==> config.mk <==
export PLATFORM = sky130hd
export DESIGN_NAME = sharp_kernel_decimate_by_two_unit
export DESIGN_NICKNAME = d
export VERILOG_FILES = /design/src/rtl/core/sk2_pkg.sv /design/src/rtl/core/sk2_front.sv /design/src/rtl/core/sk2_queue.sv /design/src/rtl/core/sk2_back.sv /design/src/rtl/core/sharp_kernel_decimate_by_two_unit.sv
export SDC_FILE = /design/constraint.sdc
export NUM_CORES = 1
export LEC_CHECK = 0
export BUFFER_PORTS_ARGS = -buffer_cell sky130_fd_sc_hd__buf_2
export CELL_PAD_IN_SITES_DETAIL_PLACEMENT = 0
export CELL_PAD_IN_SITES_GLOBAL_PLACEMENT = 1
export CORE_MARGIN = 8
export CORE_UTILIZATION = 59
export DETAILED_ROUTE_END_ITERATION = 16
export GPL_TIMING_DRIVEN = 0
export HOLD_SLACK_MARGIN = 0.05
export PLACE_DENSITY_LB_ADDON = 0.1
export SLEW_MARGIN = 40
export SYNTH_ARGS = -nofsm -noshare
export SYNTH_HDL_FRONTEND = slang
export SYNTH_SLANG_ARGS = --single-unit
==> constraint.sdc <==
create_clock -name clk -period 22.7 [get_ports clk]
set_clock_uncertainty 0.05 [all_clocks]
set_input_delay 2.27 -clock clk [delete_from_list [all_inputs] [get_ports clk]]
set_output_delay 2.27 -clock clk [all_outputs]
set_load 0.005 [all_outputs]
==> src/rtl/core/sk2_pkg.sv <==
`default_nettype none
// ----------------------------------------------------------------------------
// sk2_pkg: shared types and constants
// Payload structs, the job record passed from front to back, and the kernel
// constants of the sharpened two-to-one decimator.
// ----------------------------------------------------------------------------
package sk2_pkg;

	localparam int TAPS  = 8;
	localparam int WIN   = 7;
	localparam int SUM_W = 15;

	localparam logic [2:0] WARM = 3'd4;

	localparam logic signed [SUM_W-1:0] K_CENTER = 15'sd17;
	localparam logic signed [SUM_W-1:0] K_NEAR   = 15'sd3;
	localparam logic signed [SUM_W-1:0] K_MID    = -15'sd3;
	localparam logic signed [SUM_W-1:0] K_OUTER  = -15'sd1;
	localparam logic signed [SUM_W-1:0] ROUND    = 15'sd16;
	localparam int                      SHIFT    = 5;
	localparam logic signed [SUM_W-1:0] MAX_OUT  = 15'sd255;

	typedef struct packed {
		logic [7:0] sample;
		logic       final_sample;
	} sample_t;

	typedef struct packed {
		logic [7:0] decimated;
		logic       final_result;
	} result_t;

	typedef struct packed {
		logic [TAPS-1:0][7:0] taps;
		logic                 final_result;
	} job_t;

	typedef struct packed {
		logic full;
		logic empty;
	} q_status_t;

endpackage
`default_nettype wire

==> src/rtl/core/sk2_front.sv <==
`default_nettype none
// ----------------------------------------------------------------------------
// sk2_front: sample window and job issue
// Keeps the seven-sample window, warm-up count and phase, fills the window on
// the first sample, pads the right edge after the last one, and issues one
// filter job for every push that completes a result.
// ----------------------------------------------------------------------------
module sk2_front (
	input  wire logic                 clk,
	input  wire logic                 arst_n,
	input  wire logic                 sample_valid,
	output logic                      sample_stall,
	input  wire sk2_pkg::sample_t     sample_data,
	input  wire sk2_pkg::q_status_t   q_status,
	output logic                      job_push,
	output sk2_pkg::job_t             job_data
);
	import sk2_pkg::*;

	typedef enum logic [1:0] {
		FRONT_STREAM = 2'b01,
		FRONT_FLUSH  = 2'b10
	} front_state_t;

	front_state_t          state_q;
	logic [WIN-1:0][7:0]   window_q;
	logic [2:0]            count_q;
	logic                  phase_q;
	logic [1:0]            pad_q;
	logic [7:0]            last_q;

	logic                  take;
	logic                  advance;
	logic                  flushing;
	logic [7:0]            x;
	logic [WIN-1:0][7:0]   base;

	always_comb begin
		flushing     = (state_q == FRONT_FLUSH);
		sample_stall = flushing || q_status.full;
		take         = sample_valid && !sample_stall;
		advance      = take || (flushing && !q_status.full);
		x            = flushing ? last_q : sample_data.sample;
		base         = (count_q == 3'd0) ? {WIN{x}} : window_q;
		job_push     = advance && (count_q >= WARM) && !phase_q;
		job_data.taps         = {x, base};
		job_data.final_result = flushing && pad_q[1];
	end

	always_ff @(posedge clk or negedge arst_n) begin
		if (!arst_n) begin
			state_q <= FRONT_STREAM;
			count_q <= 3'd0;
			phase_q <= 1'b0;
			pad_q   <= 2'd0;
		end else begin
			if (advance) begin
				if (flushing && pad_q == 2'd3) begin
					count_q <= 3'd0;
					phase_q <= 1'b0;
				end else begin
					count_q <= (count_q < WARM) ? count_q + 3'd1 : count_q;
					phase_q <= ~phase_q;
				end
			end
			unique case (state_q)
				FRONT_STREAM: begin
					if (take && sample_data.final_sample) begin
						state_q <= FRONT_FLUSH;
						pad_q   <= 2'd0;
					end
				end
				FRONT_FLUSH: begin
					if (advance) begin
						pad_q <= pad_q + 2'd1;
						if (pad_q == 2'd3) begin
							state_q <= FRONT_STREAM;
						end
					end
				end
				default: begin
					state_q <= FRONT_STREAM;
				end
			endcase
		end
	end

	always_ff @(posedge clk) begin
		if (advance) begin
			window_q <= {x, base[WIN-1:1]};
		end
		if (take) begin
			last_q <= sample_data.sample;
		end
	end

`ifndef SYNTHESIS
	a_final_only_in_flush: assert property (@(posedge clk) disable iff (!arst_n)
		(job_push && job_data.final_result) |-> (state_q == FRONT_FLUSH))
		else $error("final job issued outside the right-edge flush");

	a_flush_returns: assert property (@(posedge clk) disable iff (!arst_n)
		(flushing && advance && pad_q == 2'd3) |=> (count_q == 3'd0 && !phase_q))
		else $error("state not cleared after the flush");
`endif

endmodule
`default_nettype wire

==> src/rtl/core/sk2_queue.sv <==
`default_nettype none
// ----------------------------------------------------------------------------
// sk2_queue: job queue
// Short register queue between the front and the back, so that an output
// stall does not reach the sample window until the queue fills.
// ----------------------------------------------------------------------------
module sk2_queue #(
	parameter int DEPTH = 4
) (
	input  wire logic                clk,
	input  wire logic                arst_n,
	input  wire logic                push,
	input  wire sk2_pkg::job_t       push_data,
	input  wire logic                pop,
	output sk2_pkg::job_t            pop_data,
	output sk2_pkg::q_status_t       status
);
	import sk2_pkg::*;

	localparam int PW = (DEPTH > 1) ? $clog2(DEPTH) : 1;
	localparam int CW = $clog2(DEPTH + 1);

	job_t           mem_q [DEPTH];
	logic [PW-1:0]  wr_q;
	logic [PW-1:0]  rd_q;
	logic [CW-1:0]  cnt_q;

	always_comb begin
		pop_data     = mem_q[rd_q];
		status.full  = (cnt_q == CW'(DEPTH));
		status.empty = (cnt_q == '0);
	end

	always_ff @(posedge clk or negedge arst_n) begin
		if (!arst_n) begin
			wr_q  <= '0;
			rd_q  <= '0;
			cnt_q <= '0;
		end else begin
			if (push) begin
				wr_q <= (wr_q == PW'(DEPTH - 1)) ? '0 : wr_q + PW'(1);
			end
			if (pop) begin
				rd_q <= (rd_q == PW'(DEPTH - 1)) ? '0 : rd_q + PW'(1);
			end
			case ({push, pop})
				2'b10:   cnt_q <= cnt_q + CW'(1);
				2'b01:   cnt_q <= cnt_q - CW'(1);
				default: cnt_q <= cnt_q;
			endcase
		end
	end

	always_ff @(posedge clk) begin
		if (push) begin
			mem_q[wr_q] <= push_data;
		end
	end

`ifndef SYNTHESIS
	a_no_push_full: assert property (@(posedge clk) disable iff (!arst_n)
		push |-> !status.full)
		else $error("job pushed into a full queue");

	a_count_bound: assert property (@(posedge clk) disable iff (!arst_n)
		cnt_q <= CW'(DEPTH))
		else $error("queue count beyond depth");
`endif

endmodule
`default_nettype wire

==> src/rtl/core/sk2_back.sv <==
`default_nettype none
// ----------------------------------------------------------------------------
// sk2_back: kernel arithmetic and output
// Two-stage pipeline: the first stage forms the rounded kernel sum from the
// eight taps of a job, the second shifts, clamps and holds the result.
// ----------------------------------------------------------------------------
module sk2_back (
	input  wire logic                clk,
	input  wire logic                arst_n,
	input  wire sk2_pkg::q_status_t  q_status,
	input  wire sk2_pkg::job_t       pop_data,
	output logic                     pop,
	output logic                     result_valid,
	input  wire logic                result_stall,
	output sk2_pkg::result_t         result_data
);
	import sk2_pkg::*;

	logic                     en;
	logic [8:0]               p_center;
	logic [8:0]               p_near;
	logic [8:0]               p_mid;
	logic [8:0]               p_outer;
	logic signed [SUM_W-1:0]  sum_next;
	logic signed [SUM_W-1:0]  shifted;
	logic [7:0]               clamped;

	logic                     vld_s1;
	logic signed [SUM_W-1:0]  sum_s1;
	logic                     final_s1;
	logic                     vld_s2;
	result_t                  res_s2;

	always_comb begin
		en  = !vld_s2 || !result_stall;
		pop = en && !q_status.empty;

		p_center = {1'b0, pop_data.taps[3]} + {1'b0, pop_data.taps[4]};
		p_near   = {1'b0, pop_data.taps[2]} + {1'b0, pop_data.taps[5]};
		p_mid    = {1'b0, pop_data.taps[1]} + {1'b0, pop_data.taps[6]};
		p_outer  = {1'b0, pop_data.taps[0]} + {1'b0, pop_data.taps[7]};
		sum_next = K_CENTER * $signed(SUM_W'(p_center))
		         + K_NEAR   * $signed(SUM_W'(p_near))
		         + K_MID    * $signed(SUM_W'(p_mid))
		         + K_OUTER  * $signed(SUM_W'(p_outer))
		         + ROUND;

		shifted = sum_s1 >>> SHIFT;
		if (shifted < 0) begin
			clamped = 8'd0;
		end else if (shifted > MAX_OUT) begin
			clamped = 8'd255;
		end else begin
			clamped = shifted[7:0];
		end

		result_valid = vld_s2;
		result_data  = res_s2;
	end

	always_ff @(posedge clk or negedge arst_n) begin
		if (!arst_n) begin
			vld_s1 <= 1'b0;
			vld_s2 <= 1'b0;
		end else if (en) begin
			vld_s1 <= pop;
			vld_s2 <= vld_s1;
		end
	end

	always_ff @(posedge clk) begin
		if (en) begin
			sum_s1              <= sum_next;
			final_s1            <= pop_data.final_result;
			res_s2.decimated    <= clamped;
			res_s2.final_result <= final_s1;
		end
	end

`ifndef SYNTHESIS
	a_pop_nonempty: assert property (@(posedge clk) disable iff (!arst_n)
		pop |-> !q_status.empty)
		else $error("pop from an empty queue");

	a_s1_holds: assert property (@(posedge clk) disable iff (!arst_n)
		(vld_s2 && result_stall) |=> ($stable(vld_s1) && (!vld_s1 || $stable(final_s1))))
		else $error("first stage moved during an output stall");
`endif

endmodule
`default_nettype wire

==> src/rtl/core/sharp_kernel_decimate_by_two_unit.sv <==
`default_nettype none
// ----------------------------------------------------------------------------
// sharp_kernel_decimate_by_two_unit: two-to-one sharpened-kernel decimator
// Filters a byte stream with the kernel -1,-3,3,17,17,3,-3,-1 and keeps every
// second result, with edge replication at both ends of each array.
// ----------------------------------------------------------------------------
//  channel   valid          stall          payload
//  input     sample_valid   sample_stall   sample_data  (sample, final_sample)
//  output    result_valid   result_stall   result_data  (decimated, final_result)
//
//  One sample is taken per cycle while the job queue has room and no right-edge padding is under way.
//  A final sample is followed by right-edge padding in the front, which repeats the last sample,
//  during which sample_stall is high; the next array starts after it.
//  A result passes from the queue through the kernel-sum register and then the output register of the back pipeline.
//  An output stall fills the QUEUE_DEPTH-entry queue before it stalls input.
//  Reset clears the control state only; no clearing pass is needed.
// ----------------------------------------------------------------------------
module sharp_kernel_decimate_by_two_unit #(
	parameter int QUEUE_DEPTH = 4
) (
	input  wire logic               clk,
	input  wire logic               arst_n,
	input  wire logic               sample_valid,
	output logic                    sample_stall,
	input  wire sk2_pkg::sample_t   sample_data,
	output logic                    result_valid,
	input  wire logic               result_stall,
	output sk2_pkg::result_t        result_data
);
	import sk2_pkg::*;

	logic       job_push;
	job_t       job_data;
	logic       job_pop;
	job_t       pop_data;
	q_status_t  q_status;

	sk2_front u_front (
		.clk          (clk),
		.arst_n       (arst_n),
		.sample_valid (sample_valid),
		.sample_stall (sample_stall),
		.sample_data  (sample_data),
		.q_status     (q_status),
		.job_push     (job_push),
		.job_data     (job_data)
	);

	sk2_queue #(
		.DEPTH (QUEUE_DEPTH)
	) u_queue (
		.clk       (clk),
		.arst_n    (arst_n),
		.push      (job_push),
		.push_data (job_data),
		.pop       (job_pop),
		.pop_data  (pop_data),
		.status    (q_status)
	);

	sk2_back u_back (
		.clk          (clk),
		.arst_n       (arst_n),
		.q_status     (q_status),
		.pop_data     (pop_data),
		.pop          (job_pop),
		.result_valid (result_valid),
		.result_stall (result_stall),
		.result_data  (result_data)
	);

endmodule
`default_nettype wire
# After elaboration in Yosys (flattened, before gate mapping)
# Memory sizes are Yosys's and may differ from the RTL's.
# Index checks and enable logic that the tools add are counted.
[totals]
register_bits = 106
mem_bits_rw = 260
input_bits = 13
out_inout_bits = 11
wordCells = 99
memories = 1
[mem_list]
columns = ["name", "depth", "word_bits", "read_ports", "rd_ports_with_merged_regs", "wr", "line_no", "source"]
rows = [
  ["u_queue.mem_q", 4, 65, 1, 0, 1, "sk2_queue.sv:23", "job_t mem_q [DEPTH];"],
]
[op_classes]
add_sub_neg = 15
mul = 3
magnitude_cmp = 4
n_eq_ne = 11
n_mux = 18
bitwise_logic = 1
n_reduce_logical = 25
[op_table]
columns = ["operator", "n"]
rows = [
  ["56-bit 2-to-1 mux", 1],
  ["15-bit adder", 3],
  ["8-bit by 8-bit adder with 9-bit output", 4],
  ["8-bit 2-to-1 mux", 2],
  ["15-bit by 6-bit adder with 15-bit output, second input constant", 1],
  ["9-bit negator with 15-bit output", 1],
  ["5-bit by 9-bit multiplier with 14-bit output, first input constant", 1],
  ["2-bit 2-to-1 mux", 7],
  ["3-bit by 10-bit multiplier with 13-bit output, first input constant", 1],
  ["2-bit by 9-bit multiplier with 11-bit output, first input constant", 1],
  ["2-bit == test, second input constant", 5],
  ["10-bit by 9-bit > comparator with 1-bit output, second input constant", 1],
  ["10-bit by 1-bit < comparator with 1-bit output, second input constant", 1],
  ["1-bit logical AND", 8],
  ["2-bit case mux with 2 select lines", 2],
  ["2-bit by 1-bit adder with 2-bit output, second input constant", 3],
  ["3-bit by 1-bit adder with 3-bit output, second input constant", 2],
  ["1-bit zero test", 6],
  ["3-bit zero test", 2],
  ["3-bit 2-to-1 mux", 2],
  ["3-bit case mux with 2 select lines", 1],
  ["3-bit AND reduction", 2],
  ["2-bit nonzero test", 3],
  ["2-bit by 1-bit == test with 1-bit output, second input constant", 2],
  ["other kinds (10)", 15],
]

# Logic depth before layout (Yosys ltp)
# Gate-level depths: netlist (run 1).
[logic_depth]
ltp_word = 9
depth_mapped = 30
mapped_depth_nobuf = 27

# Hierarchy
# From an unflattened synthesis (run 1), not the netlist that was laid out.
[unflattened]
hier_cells = 1038
area_unflattened_um2 = 17115.2
[modules_own_cells]
columns = ["module", "instances", "cells_per_inst", "area_per_inst_um2", "seq_area_each_um2"]
rows = [
  ["sk2_queue", 1, 378, 9833.2, 7982.7],
  ["sk2_back", 1, 407, 3867.5, 650.6],
  ["sk2_front", 1, 253, 3414.5, 2123.3],
]

# Least setup slack after synthesis (run 1)
# OpenSTA, ideal clock, no wires.
[synth_path]
kind = "register to register"
start = "register u_queue.rd_q[0]"
end = "register u_back.sum_s1[14] (data pin)"
setup_ns = 0.258
t_arrival_ns = 7.050
t_required_ns = 22.392
slack_ns = 15.342
path_stages_with_launch = 29
path_buffers = 3
period_less_slack_ns = 7.358
cell_sequence = "dfrtp_1 clkbuf_1 buf_2 buf_2 mux4_2 ha_1 fa_1 a21o_1 a21oi_1 xnor2_1 inv_1 ha_1 ha_1 fa_1 a21o_1 a21oi_1 xnor2_1 ha_1 fa_1 inv_1 fa_1 inv_1 ha_1 o21a_1 o211a_1 a221oi_2 o221ai_1 a21oi_1 xnor2_1"
[synth_via]
elab_chain_cells = 7
elab_cells_between_ends = 13
classes_between = "add/sub: 9; mul: 3; memory: 1"
[synth_rtl]
columns = ["item", "line_no", "source"]
rows = [
  ["start: declaration", "sk2_queue.sv:25", "logic [PW-1:0] rd_q;"],
  ["start signal: assignment", "sk2_queue.sv:44", "rd_q <= (rd_q == PW'(DEPTH - 1)) ? '0 : rd_q + PW'(1);"],
  ["memory 4 x 65 bit (*)", "--", ""],
  ["8-bit by 8-bit adder with 9-bit output (on tied branches)", "sk2_back.sv:38, sk2_back.sv:39", ""],
  ["5-bit by 9-bit multiplier with 14-bit output / 2-bit by 9-bit multiplier with 11-bit output (equally long branches)", "sk2_back.sv:42, sk2_back.sv:43", ""],
  ["15-bit adder", "sk2_back.sv:43", "+ K_NEAR * $signed(SUM_W'(p_near))"],
  ["15-bit adder", "sk2_back.sv:44", "+ K_MID * $signed(SUM_W'(p_mid))"],
  ["15-bit adder (*)", "sk2_back.sv:45", "+ K_OUTER * $signed(SUM_W'(p_outer))"],
  ["15-bit by 6-bit adder with 15-bit output (*)", "sk2_back.sv:46", "+ ROUND;"],
  ["via u_back.sum_next[14]", "sk2_back.sv:24", "logic signed [SUM_W-1:0] sum_next;"],
  ["end signal: assignment", "sk2_back.sv:73", "sum_s1 <= sum_next;"],
  ["end: declaration", "sk2_back.sv:29", "logic signed [SUM_W-1:0] sum_s1;"],
]
# The timed path passes the listed nets; every way through them passes the cells marked *.
# A chain may end at the register's enable or synchronous reset.

# Worst setup path after layout (run 1)
# Ends and elaborated chain as after synthesis.

==> results of run 1 <==
[metal layers]
layer | GRT usage [%] | part of all wire, % | up-vias
met3 | 3.51 | 4.9 | 39
met4 | 6.24 | 2.6 | 0
met2 | 33.2 | 49 | 197
met1 | 27.0 | 43 | 4443
met5 | 0 | 0 | -
li1 | - | - | 4002
[state kept, by name, indices dropped and copies added, names as in the netlist]
signal               count
u_back.sum_s1           10
u_front.state_q          2
u_back.final_s1          1
u_front.phase_q          1
u_queue.wr_q             2
u_front.last_q           8
u_back.result_valid      1
u_back.result_data       9
u_queue.cnt_q            3
u_back.vld_s1            1
u_front.pad_q            2
u_front.count_q          3
u_front.window_q        56
u_queue.rd_q             2
u_queue.mem_q          260
[critical path, cell delays in order, from the launching register on]
cell      delay (ns)
dfrtp_1         0.36
clkbuf_1        0.17
buf_2           0.46
buf_2           0.51
mux4_2          0.58
ha_1            0.23
fa_1            0.45
a21o_1          0.19
a21oi_1         0.48
nand2b_1        0.23
a21oi_1         0.11
a211oi_2        0.44
ha_1            0.25
inv_1           0.06
fa_1            0.54
inv_1           0.04
ha_1            0.29
fa_1            0.48
inv_1           0.06
fa_1            0.53
inv_1           0.04
ha_1            0.32
o21a_1          0.20
o211a_1         0.22
a221oi_2        0.38
o221ai_1        0.21
a21oi_1         0.21
xnor2_1         0.08
[synth_stat cells, types with 2 or more instances]
| library cell | number | area, µm² |
|---|---|---|
| a211o_1 | 2 | 17.5 |
| a211oi_1 | 6 | 45.0 |
| a21o_1 | 11 | 82.6 |
| a21oi_1 | 37 | 185 |
| a221oi_4 | 2 | 52.6 |
| a31o_2 | 2 | 17.5 |
| a31oi_1 | 2 | 12.5 |
| and2_1 | 5 | 31.3 |
| buf_1 | 2 | 7.51 |
| buf_2 | 6 | 30.0 |
| clkbuf_1 | 21 | 78.8 |
| dfrtp_1 | 16 | 400 |
| edfxtp_1 | 344 | 10300 |
| fa_1 | 34 | 681 |
| ha_1 | 102 | 1280 |
| inv_1 | 96 | 360 |
| mux2_2 | 12 | 135 |
| mux2i_1 | 2 | 20.0 |
| mux4_2 | 65 | 1460 |
| nand2_1 | 19 | 71.3 |
| nand2b_1 | 13 | 81.3 |
| nand3_1 | 6 | 30.0 |
| nor2_1 | 38 | 143 |
| nor2b_1 | 6 | 37.5 |
| nor3_1 | 7 | 35.0 |
| o21a_1 | 63 | 473 |
| o21ai_0 | 18 | 90.1 |
| o21ai_1 | 4 | 20.0 |
| o21bai_1 | 8 | 60.1 |
| or3_1 | 2 | 12.5 |
| xnor2_1 | 28 | 245 |
| xor2_1 | 19 | 166 |
[area by class of cell]
type	instances	share of cell area, %
sequential	361	57.2
inverter	96	1.93
tap	384	2.56
clock buffer	50	5.53
buffer	29	0.633
multi-input combinational	527	30.0
timing repair buffer	31	1.47
clock inverter	19	0.593
[per-stage QoR]
step	worst slack [ns]	util, %	std cells
5_1_grt	13.80	66.2	1497
3_3_place_gp	14.01	61.5	1420
3_5_place_dp	14.25	62.1	1428
6_report	14.24	66.2	1497
4_1_cts	14.23	66.1	1497
2_1_floorplan	15.34	-	1013
[kinds of logic (layout without fill, tap and decap cells)]
group                      count (synthesis)  in the layout  share of synthesized area, %
and+or+nand+nor                          100            100                          2.83
AOI/OAI and AO/OA                        165            165                          6.86
buffers and inverters                    125            225                          2.83
DFF                                      361            361                          63.8
muxes                                     79             79                          9.61
xor gates and xnor gates                  47             47                          2.44
adders and majority gates                136            136                          11.6
[worst max-delay path by stage]
| stage | endpoint | slack, ns | cells past startpoint |
|---|---|---|---|
| 2_1_floorplan | u_back.sum_s1[14]$_DFFE_PP_ | 15.34 | 28 |
| 3_3_place_gp | u_back.sum_s1[14]$_DFFE_PP_ | 14.01 | 27 |
| 3_5_place_dp | u_back.sum_s1[14]$_DFFE_PP_ | 14.25 | 27 |
| 4_1_cts | u_back.sum_s1[14]$_DFFE_PP_ | 14.23 | 27 |
| 5_1_grt | u_back.sum_s1[14]$_DFFE_PP_ | 13.80 | 27 |
| 6_report | u_back.sum_s1[14]$_DFFE_PP_ | 14.24 | 27 |
==> metrics.csv, run 1 <==
stage,metric,value,unit
logic_synthesis,seq_area_frac_synth,63.8,%
logic_synthesis,syn-num-nets,1162,
final_layout,fillCellCount,2000,
clock_network,tritoncts,done,
logic_synthesis,yosysWarnings,0,
floorplan,initial_utilization,59.4,%
clock_network,clockBufferDepth,3,
logic_synthesis,synth_edf_count,344,
logic_synthesis,ys_ff_latch,361,
setup_path,required,22.90,ns
floorplan,fp.dieW,185,µm
clock_network,root_buffer,clkbuf_16,
worst_hold_path,min-delay-start,u_back.final_s1$_DFFE_PP_,
grt,grt_usage,20.1,%
worst_hold_path,min_path_type,flop to flop,
grt,grt_pass1_vias,8889,
worst_hold_path,min_to,u_back.result_data[0]$_DFFE_PP_,
grt,grt_max_degree,44,
logic_synthesis,yosysUniqueCellTypes,47,
grt,antenna_found_initial,0,
place,port_buffers,23,
clock_network,cts_buffers,38,
setup_path,reg2reg_from,u_queue.rd_q[0]$_DFFE_PN0P_,
final_layout,final_area,0.0188,mm²
timing,hold_viol,0,
floorplan,rows,62,
drt,routed_via_density,5.80,
drt,postRouteAntennaNets,0,
logic_synthesis,ys.flop_type,edfxtp_1,
setup_path,startpoint,u_queue.rd_q[0]$_DFFE_PN0P_,
clock_network,clock_sinks,361,
setup_path,reg2regPathDepth,27,
timing,finalCriticalPeriod,8.46,ns
timing,slew_viol_final,0,
drt,routed_wl,32900,µm
floorplan,core_area,0.0284,mm²
clock_network,htree_levels,2,
clock_network,post_cts_buffers,0,
timing,fin_crit_sh,37.3,%
setup_path,endpoint_kind,flop,
logic_synthesis,avgSynthCellArea,16.6,µm²
clock_network,cts-hold-fix-buffers,0,
grt,gr-total-overflow,0,
timing,fin_hold_ws,0.397,ns
drt,vias,8681,
setup_path,start_kind,flop,
grt,grt_pass1_wl,51100,µm
setup_path,timing.rr.end,u_back.sum_s1[14]$_DFFE_PP_,
setup_path,ff2ff_setup_slack,14.24,ns
timing,fin_tns_setup,0,ns
setup_path,crit_fanout,10,
place,dpl.hpwl,23300,µm
clock_network,clk_latency,0.53,ns
run_status,outcome,"finished, final reports clean",
final_layout,area_growth_syn_to_layout,11.5,%
clock_network,clk_pin_slew,0.06,ns
drt,first_pass_iters,4,
clock_network,cts_resized,0,
floorplan,dieHeight,185,µm
drt,drt_iter0_markers,715,
timing,maxSlewHeadroom,44.7,%
worst_hold_path,whs_path_depth,0,
floorplan,pin_count,24,
timing,rsz0062_at_grt,false,
final_layout,layout_common_cells,"edfxtp_1 (344), ha_1 (102), inv_1 (95)",
final_layout,drive_above_1_share,16.4,%
timing,setup_violations,0,
logic_synthesis,syn_inst,1013,
floorplan,dieArea,0.0342,mm²
final_layout,layout.nets,1233,
timing,clock.fmax,0.118,GHz
timing,worstMarginPinSlew,0.826,ns
logic_synthesis,synth_area,0.0169,mm²
drt,wl_per_cell,22.0,µm
run,drv_cap,0,
setup_path,critPathKind,flop to flop,
final_layout,register_area,0.0108,mm²
place,dpl-instance-area,0.0176,mm²
final_layout,layout_commonest_cell,edfxtp_1,
setup_path,critPathArrivalTime,8.66,ns
drt,drc,0,
final_layout,diodes,0,
final_layout,multiInputGateArea,0.00565,mm²
place,globalplace.congestion,0.787,
logic_synthesis,async_reset_ff_share,4.71,%
Power of run 1 is not shown: default switching activity piles up to over one toggle a cycle in this logic, so the estimate is an artifact.
==> inputs of run 2 (changes only) <==
--- a/config.mk
+++ b/config.mk
@@ -9,7 +9,7 @@
 export CELL_PAD_IN_SITES_DETAIL_PLACEMENT = 0
 export CELL_PAD_IN_SITES_GLOBAL_PLACEMENT = 1
 export CORE_MARGIN = 8
-export CORE_UTILIZATION = 59
+export CORE_UTILIZATION = 55
 export DETAILED_ROUTE_END_ITERATION = 16
 export GPL_TIMING_DRIVEN = 0
 export HOLD_SLACK_MARGIN = 0.05
==> constraint.sdc (replaced) <==
create_clock -name clk -period 8.2 [get_ports clk]
set_clock_uncertainty 0.05 [all_clocks]
set_input_delay 0.82 -clock clk [delete_from_list [all_inputs] [get_ports clk]]
set_output_delay 0.82 -clock clk [all_outputs]
set_load 0.005 [all_outputs]
==> run 2 against run 1 <==
Effect of this change:
- global-route usage down 1.5 points
- critical path depth is 2 lower
- hold slack worse by 0.22 ns
- maximum frequency up 10%
- count of clock-buffer cells in the layout shrank 1
- setup slack got worse by 14 ns
- final area grew 0.70%
- register-to-register slack got worse by 14 ns
- non-clock buffer count down 2
- cell count grew 0.73%
- sequential cell count stayed put
- first-iteration DRC count is 26% lower
- critical endpoint unchanged
==> metrics.csv, run 2 (synthesized netlist as in run 1, its figures left out) <==
stage,metric,value,unit,change
run_status,outcome,"finished, final reports clean",,
grt,use_met1,25.0,%,-2.1 points
clock_network,clock_sinks,361,,unchanged
setup_path,critPathKind,flop to flop,,
floorplan,pin_count,24,,unchanged
run,drv_cap,0,,unchanged
clock_network,clk_latency,0.53,ns,about the same
floorplan,rows,64,,+3.2%
floorplan,initial_utilization,55.5,%,-3.8 points
timing,clock.fmax,0.130,GHz,+10%
final_layout,largest_register_ffs,260,,unchanged
floorplan,core_area,0.0303,mm²,+6.9%
final_layout,area_growth_syn_to_layout,12.3,%,
setup_path,worst-path-buf-inv,5,,-2
setup_path,endpoint_kind,flop,,
drt,vias,8600,,-0.93%
grt,grt_usage,18.5,%,-1.5 points
final_layout,diodes,0,,unchanged
drt,first_pass_iters,5,,+1
floorplan,dieArea,0.0365,mm²,+6.6%
setup_path,critPathArrivalTime,7.90,ns,-0.76 ns
timing,setup_violations,0,,unchanged
grt,grtUsageMet2,31.3,%,-1.9 points
floorplan,dieHeight,191,µm,+3.3%
place,dp_cells,1439,,+0.77%
clock_network,clk_pin_slew,0.06,ns,about the same
grt,grt_pass1_wl,51000,µm,-0.12%
setup_path,crit_path_max_incr_delay,0.53,ns,-0.05 ns
clock_network,root_buffer,clkbuf_16,,
drt,routed_via_density,5.70,,-1.7%
setup_path,crit_fanout,10,,unchanged
setup_path,critical_path.top_delay_family,adder cells,,
drt,drc,0,,unchanged
clock_network,cts_buffers,39,,+2.6%
clock_network,clockBufferDepth,3,,unchanged
final_layout,regMostFlops,u_queue.mem_q,,
drt,wl_per_cell,21.7,µm,-1.2%
final_layout,layout_common_cells,"edfxtp_1 (344), ha_1 (102), inv_1 (95)",,
floorplan,fp.dieW,191,µm,+3.3%
place,globalplace.congestion,0.808,,+2.7%
grt,grt_max_degree,37,,-16%
clock_network,htree_levels,2,,unchanged
timing,finalCriticalPeriod,7.68,ns,-0.775 ns
grt,grt_util_met3,2.70,%,-0.81 points
setup_path,cpMaxStageDelayCell,fa_1,,
timing,maxSlewHeadroom,43.4,%,-1.3 points
setup_path,ff2ff_setup_slack,0.52,ns,-13.73 ns
final_layout,layout_commonest_cell,edfxtp_1,,
timing,fin_crit_sh,93.7,%,+56 points
clock_network,tritoncts,done,,
grt,busiest_layer,met2,,
grt,grt_pass1_vias,8878,,-0.12%
grt,gr-total-overflow,0,,unchanged
drt,drt_iter0_markers,527,,-26%
timing,setup_slack,0.518,ns,-13.73 ns
place,dpl.hpwl,23300,µm,-0.27%
drt,postRouteAntennaNets,0,,unchanged
final_layout,drive_above_1_share,17.4,%,+1.0 points
final_layout,instances_no_fill,1508,,+0.73%
place,dp_slack,-0.272,ns,-14.53 ns
clock_network,cts-hold-fix-buffers,0,,unchanged
drt,routed_wl,32800,µm,-0.48%
final_layout,layout.nets,1232,,-0.081%
timing,slew_viol_final,0,,unchanged
setup_path,start_kind,flop,,
setup_path,required,8.42,ns,-14.48 ns
final_layout,largestRegisters,"u_queue.mem_q x260, u_front.window_q x56, u_back.sum_s1 x10",,
timing,hold_viol,0,,unchanged
worst_hold_path,min_path_type,primary input to asynchronous set/reset pin,,
timing,rsz0062_at_grt,false,,
place,port_buffers,23,,unchanged
timing,worstMarginPinSlew,0.842,ns,+0.0165 ns
grt,antenna_found_initial,0,,unchanged
run 2: cell count changes in the layout (fill, tap and decap cells not counted), moves of 2 or more:
cell / change
clkbuf_1: -6
bufinv_16: +2
clkbuf_4: +5
clkinv_1: -6
buf_2: -6
clkinv_4: +4
run 2: path summary, 6_finish.rpt:
| path | from | cells after the start | end |
|---|---|---|---|
| min | arst_n | 1 | u_back.result_valid$_DFFE_PN0P_ |
| max | u_queue.rd_q[1]$_DFFE_PN0P_ | 25 | u_back.sum_s1[14]$_DFFE_PP_ |
| min in group clk | u_back.vld_s1$_DFFE_PN0P_ | 1 | u_back.result_valid$_DFFE_PN0P_ |
| max reg2reg | u_queue.rd_q[1]$_DFFE_PN0P_ | 25 | u_back.sum_s1[14]$_DFFE_PP_ |
| min reg2reg | u_back.vld_s1$_DFFE_PN0P_ | 1 | u_back.result_valid$_DFFE_PN0P_ |
| max in group asynchronous | arst_n | 1 | u_front.state_q[0]$_DFFE_PN1P_ |
run 2: metal layers:
layer,part of all wire [%],routed length (µm)
met2,50,16400
met1,43,14300
met3,4.5,1460
met5,0,0
met4,2.2,716
run 2: through the flow:
step | util [%] | instance area, µm² | hold WS [ns] | TNS, ns
after global routing | 62.3 | 18900 | 0.184 | 0
after global placement | 57.5 | 17500 | 0.380 | -1.27
after detailed placement | 58.1 | 17600 | 0.396 | -0.531
after CTS | 62.2 | 18900 | 0.166 | 0
final | 62.3 | 18900 | 0.178 | 0
after floorplan | - | 16900 | 0.350 | 0
run 2: area by class of cell:
class                           count  area, µm²
Timing Repair Buffer               30        255
Sequential cell                   361      10800
Clock buffer                       49       1060
Multi-Input combinational cell    527       5660
Tap cell                          396        495
Clock inverter                     21        186
Inverter                           96        363
Buffer                             28        150
Fill cell                        2288      11400
run 2: timing repair:
action | 4_1_cts | 5_1_grt
pin swaps | 0 | 0
resized for setup | 3 | 19
setup buffers | 0 | 0
endpoints found under the setup margin | 4 | 4
Power of run 2 is left out for the same reason.
==> inputs of run 3 (changes only) <==
--- a/config.mk
+++ b/config.mk
@@ -14,7 +14,7 @@
 export GPL_TIMING_DRIVEN = 0
 export HOLD_SLACK_MARGIN = 0.05
 export PLACE_DENSITY_LB_ADDON = 0.1
-export SLEW_MARGIN = 40
+export SLEW_MARGIN = 20
 export SYNTH_ARGS = -nofsm -noshare
 export SYNTH_HDL_FRONTEND = slang
 export SYNTH_SLANG_ARGS = --single-unit
==> constraint.sdc (replaced) <==
create_clock -name clk -period 8.3 [get_ports clk]
set_clock_uncertainty 0.05 [all_clocks]
set_input_delay 0.83 -clock clk [delete_from_list [all_inputs] [get_ports clk]]
set_output_delay 0.83 -clock clk [all_outputs]
set_load 0.005 [all_outputs]
==> run 3 against run 2 <==
Effect of this change:
- via count shrank 0.57%
- hold slack gained 0.0063 ns
- register-to-register slack is essentially flat
- first-iteration DRC count up 8.3%
- utilization up 0.19 points
- count of clock-buffer cells in the layout up 1
- routed wire length decreased by 0.29%
- critical path type unchanged
- largest cell class unchanged
- highest routed layer unchanged
==> metrics.csv, run 3 (synthesized netlist as in run 1, its figures left out) <==
stage,metric,value,unit,change
timing,setup_violations,0,,unchanged
setup_path,required,8.52,ns,+0.10 ns
grt,grt_pass1_vias,8785,,-1.0%
final_layout,layout_commonest_cell,edfxtp_1,,
floorplan,rows,64,,unchanged
drt,first_pass_iters,4,,-1
timing,maxSlewHeadroom,30.8,%,-13 points
drt,wl_per_cell,21.7,µm,-0.22%
setup_path,critPathArrivalTime,7.99,ns,+0.09 ns
clock_network,clk_latency,0.53,ns,about the same
clock_network,post_cts_buffers,0,,unchanged
final_layout,largestRegisters,"u_queue.mem_q x260, u_front.window_q x56, u_back.sum_s1 x10",,
drt,routed_via_density,5.67,,-0.50%
final_layout,drive_above_1_share,16.9,%,-0.52 points
final_layout,instances_no_fill,1507,,-0.066%
setup_path,crit_path_max_incr_delay,0.54,ns,about the same
place,dp_slack,-0.446,ns,-0.173 ns
final_layout,regMostFlops,u_queue.mem_q,,
setup_path,cpMaxStageDelayCell,buf_1,,
clock_network,cts_buffers,39,,unchanged
timing,setup_slack,0.529,ns,+0.0109 ns
clock_network,clk_pin_slew,0.06,ns,about the same
drt,drt_iter0_markers,571,,+8.3%
final_layout,layout_common_cells,"edfxtp_1 (344), ha_1 (102), inv_1 (95)",,
grt,gr-total-overflow,0,,unchanged
timing,slew_viol_final,0,,unchanged
floorplan,pin_count,24,,unchanged
drt,postRouteAntennaNets,0,,unchanged
grt,grt_usage,18.5,%,about the same
drt,vias,8551,,-0.57%
setup_path,reg2regPathDepth,25,,unchanged
place,port_buffers,23,,unchanged
floorplan,dieArea,0.0365,mm²,unchanged
floorplan,fp.dieW,191,µm,unchanged
final_layout,diodes,0,,unchanged
floorplan,core_area,0.0303,mm²,unchanged
grt,grt_pass1_wl,51000,µm,about the same
final_layout,largest_register_ffs,260,,unchanged
setup_path,start_kind,flop,,
floorplan,initial_utilization,55.5,%,unchanged
place,dp_cells,1437,,-0.14%
clock_network,htree_levels,2,,unchanged
setup_path,timing.rr.end,u_back.sum_s1[14]$_DFFE_PP_,,
final_layout,multiInputGateArea,0.00565,mm²,about the same
worst_hold_path,min_path_type,primary input to asynchronous set/reset pin,,
timing,clock.fmax,0.129,GHz,-1.1%
grt,grt_max_degree,57,,+54%
setup_path,reg2reg_from,u_queue.rd_q[1]$_DFFE_PN0P_,,
clock_network,clock_sinks,361,,unchanged
clock_network,root_buffer,clkbuf_16,,
grt,grt_util_met3,2.83,%,+0.13 points
place,dpl.hpwl,22900,µm,-1.6%
setup_path,critPathKind,flop to flop,,
place,globalplace.congestion,0.808,,unchanged
timing,fin_crit_sh,93.6,%,about the same
grt,antenna_found_initial,0,,unchanged
timing,hold_viol,0,,unchanged
clock_network,tritoncts,done,,
timing,rsz0062_at_grt,false,,
drt,routed_wl,32700,µm,-0.29%
grt,grtUsageMet2,31.1,%,-0.19 points
grt,use_met1,25.2,%,+0.19 points
final_layout,fillCellCount,2260,,-1.2%
setup_path,ff2ff_setup_slack,0.53,ns,about the same
timing,worstMarginPinSlew,1.04,ns,+0.193 ns
final_layout,area_growth_syn_to_layout,12.6,%,
setup_path,crit_fanout,10,,unchanged
run_status,outcome,"finished, final reports clean",,
timing,fin_hold_ws,0.185,ns,+0.00632 ns
grt,busiest_layer,met2,,
final_layout,register_area,0.0108,mm²,about the same
setup_path,endpoint_kind,flop,,
clock_network,clockBufferDepth,3,,unchanged
final_layout,layout.nets,1230,,-0.16%
timing,finalCriticalPeriod,7.77,ns,+0.0891 ns
drt,drc,0,,unchanged
run,drv_cap,0,,unchanged
clock_network,cts-hold-fix-buffers,0,,unchanged
floorplan,dieHeight,191,µm,unchanged
[run 3: repair_timing]
action,4_1_cts,5_1_grt
gates resized for setup,6,17
endpoints found under the setup margin,5,4
cloned,0,0
[run 3: critical path: cells and delay by family, from the launching register on]
kind                       cells  cell delay [ns]
xor gates and xnor gates       3             0.45
muxes                          1             0.42
buffers and inverters          5             1.06
DFF                            1             0.39
AOI/OAI and AO/OA             10             2.54
adders and majority gates      6             2.59
[run 3: area by class of cell]
type,instances,area share (%)
clock buffers,50,5.58
inverters,96,1.91
multi-input cells,527,29.8
plain buffers,28,0.758
clock inverters,21,1.33
repair buffers,28,1.33
flip-flops and latches,361,56.7
well taps,396,2.61
[run 3: how the worst max path moves through the flow]
stage / cells after the start / end / start / slack (ns)
3_5_place_dp: 27 / u_back.sum_s1[14]$_DFFE_PP_ / u_queue.rd_q[0]$_DFFE_PN0P_ / -0.45
3_3_place_gp: 27 / u_back.sum_s1[14]$_DFFE_PP_ / u_queue.rd_q[0]$_DFFE_PN0P_ / -0.32
5_1_grt: 28 / u_back.sum_s1[14]$_DFFE_PP_ / u_queue.rd_q[1]$_DFFE_PN0P_ / 0.03
2_1_floorplan: 28 / u_back.sum_s1[14]$_DFFE_PP_ / u_queue.rd_q[0]$_DFFE_PN0P_ / 0.94
4_1_cts: 28 / u_back.sum_s1[14]$_DFFE_PP_ / u_queue.rd_q[0]$_DFFE_PN0P_ / 0.07
6_report: 25 / u_back.sum_s1[14]$_DFFE_PP_ / u_queue.rd_q[1]$_DFFE_PN0P_ / 0.53
[run 3: routing by layer]
metal	share of wire [%]	vias to the layer above	routed length (µm)
met5	0	-	0
met4	2.0	0	662
met3	4.1	41	1350
met2	50	152	16300
met1	44	4375	14400
li1	-	3983	-
[run 3: metrics by stage]
step	util, %	cell area [µm²]	TNS, ns
final	62.5	19000	0
after global routing	62.5	19000	0
after CTS	62.4	18900	0
after detailed placement	58.0	17600	-1.23
after global placement	57.5	17500	-0.848
after floorplan	-	16900	0
Power of run 3 is left out for the same reason.
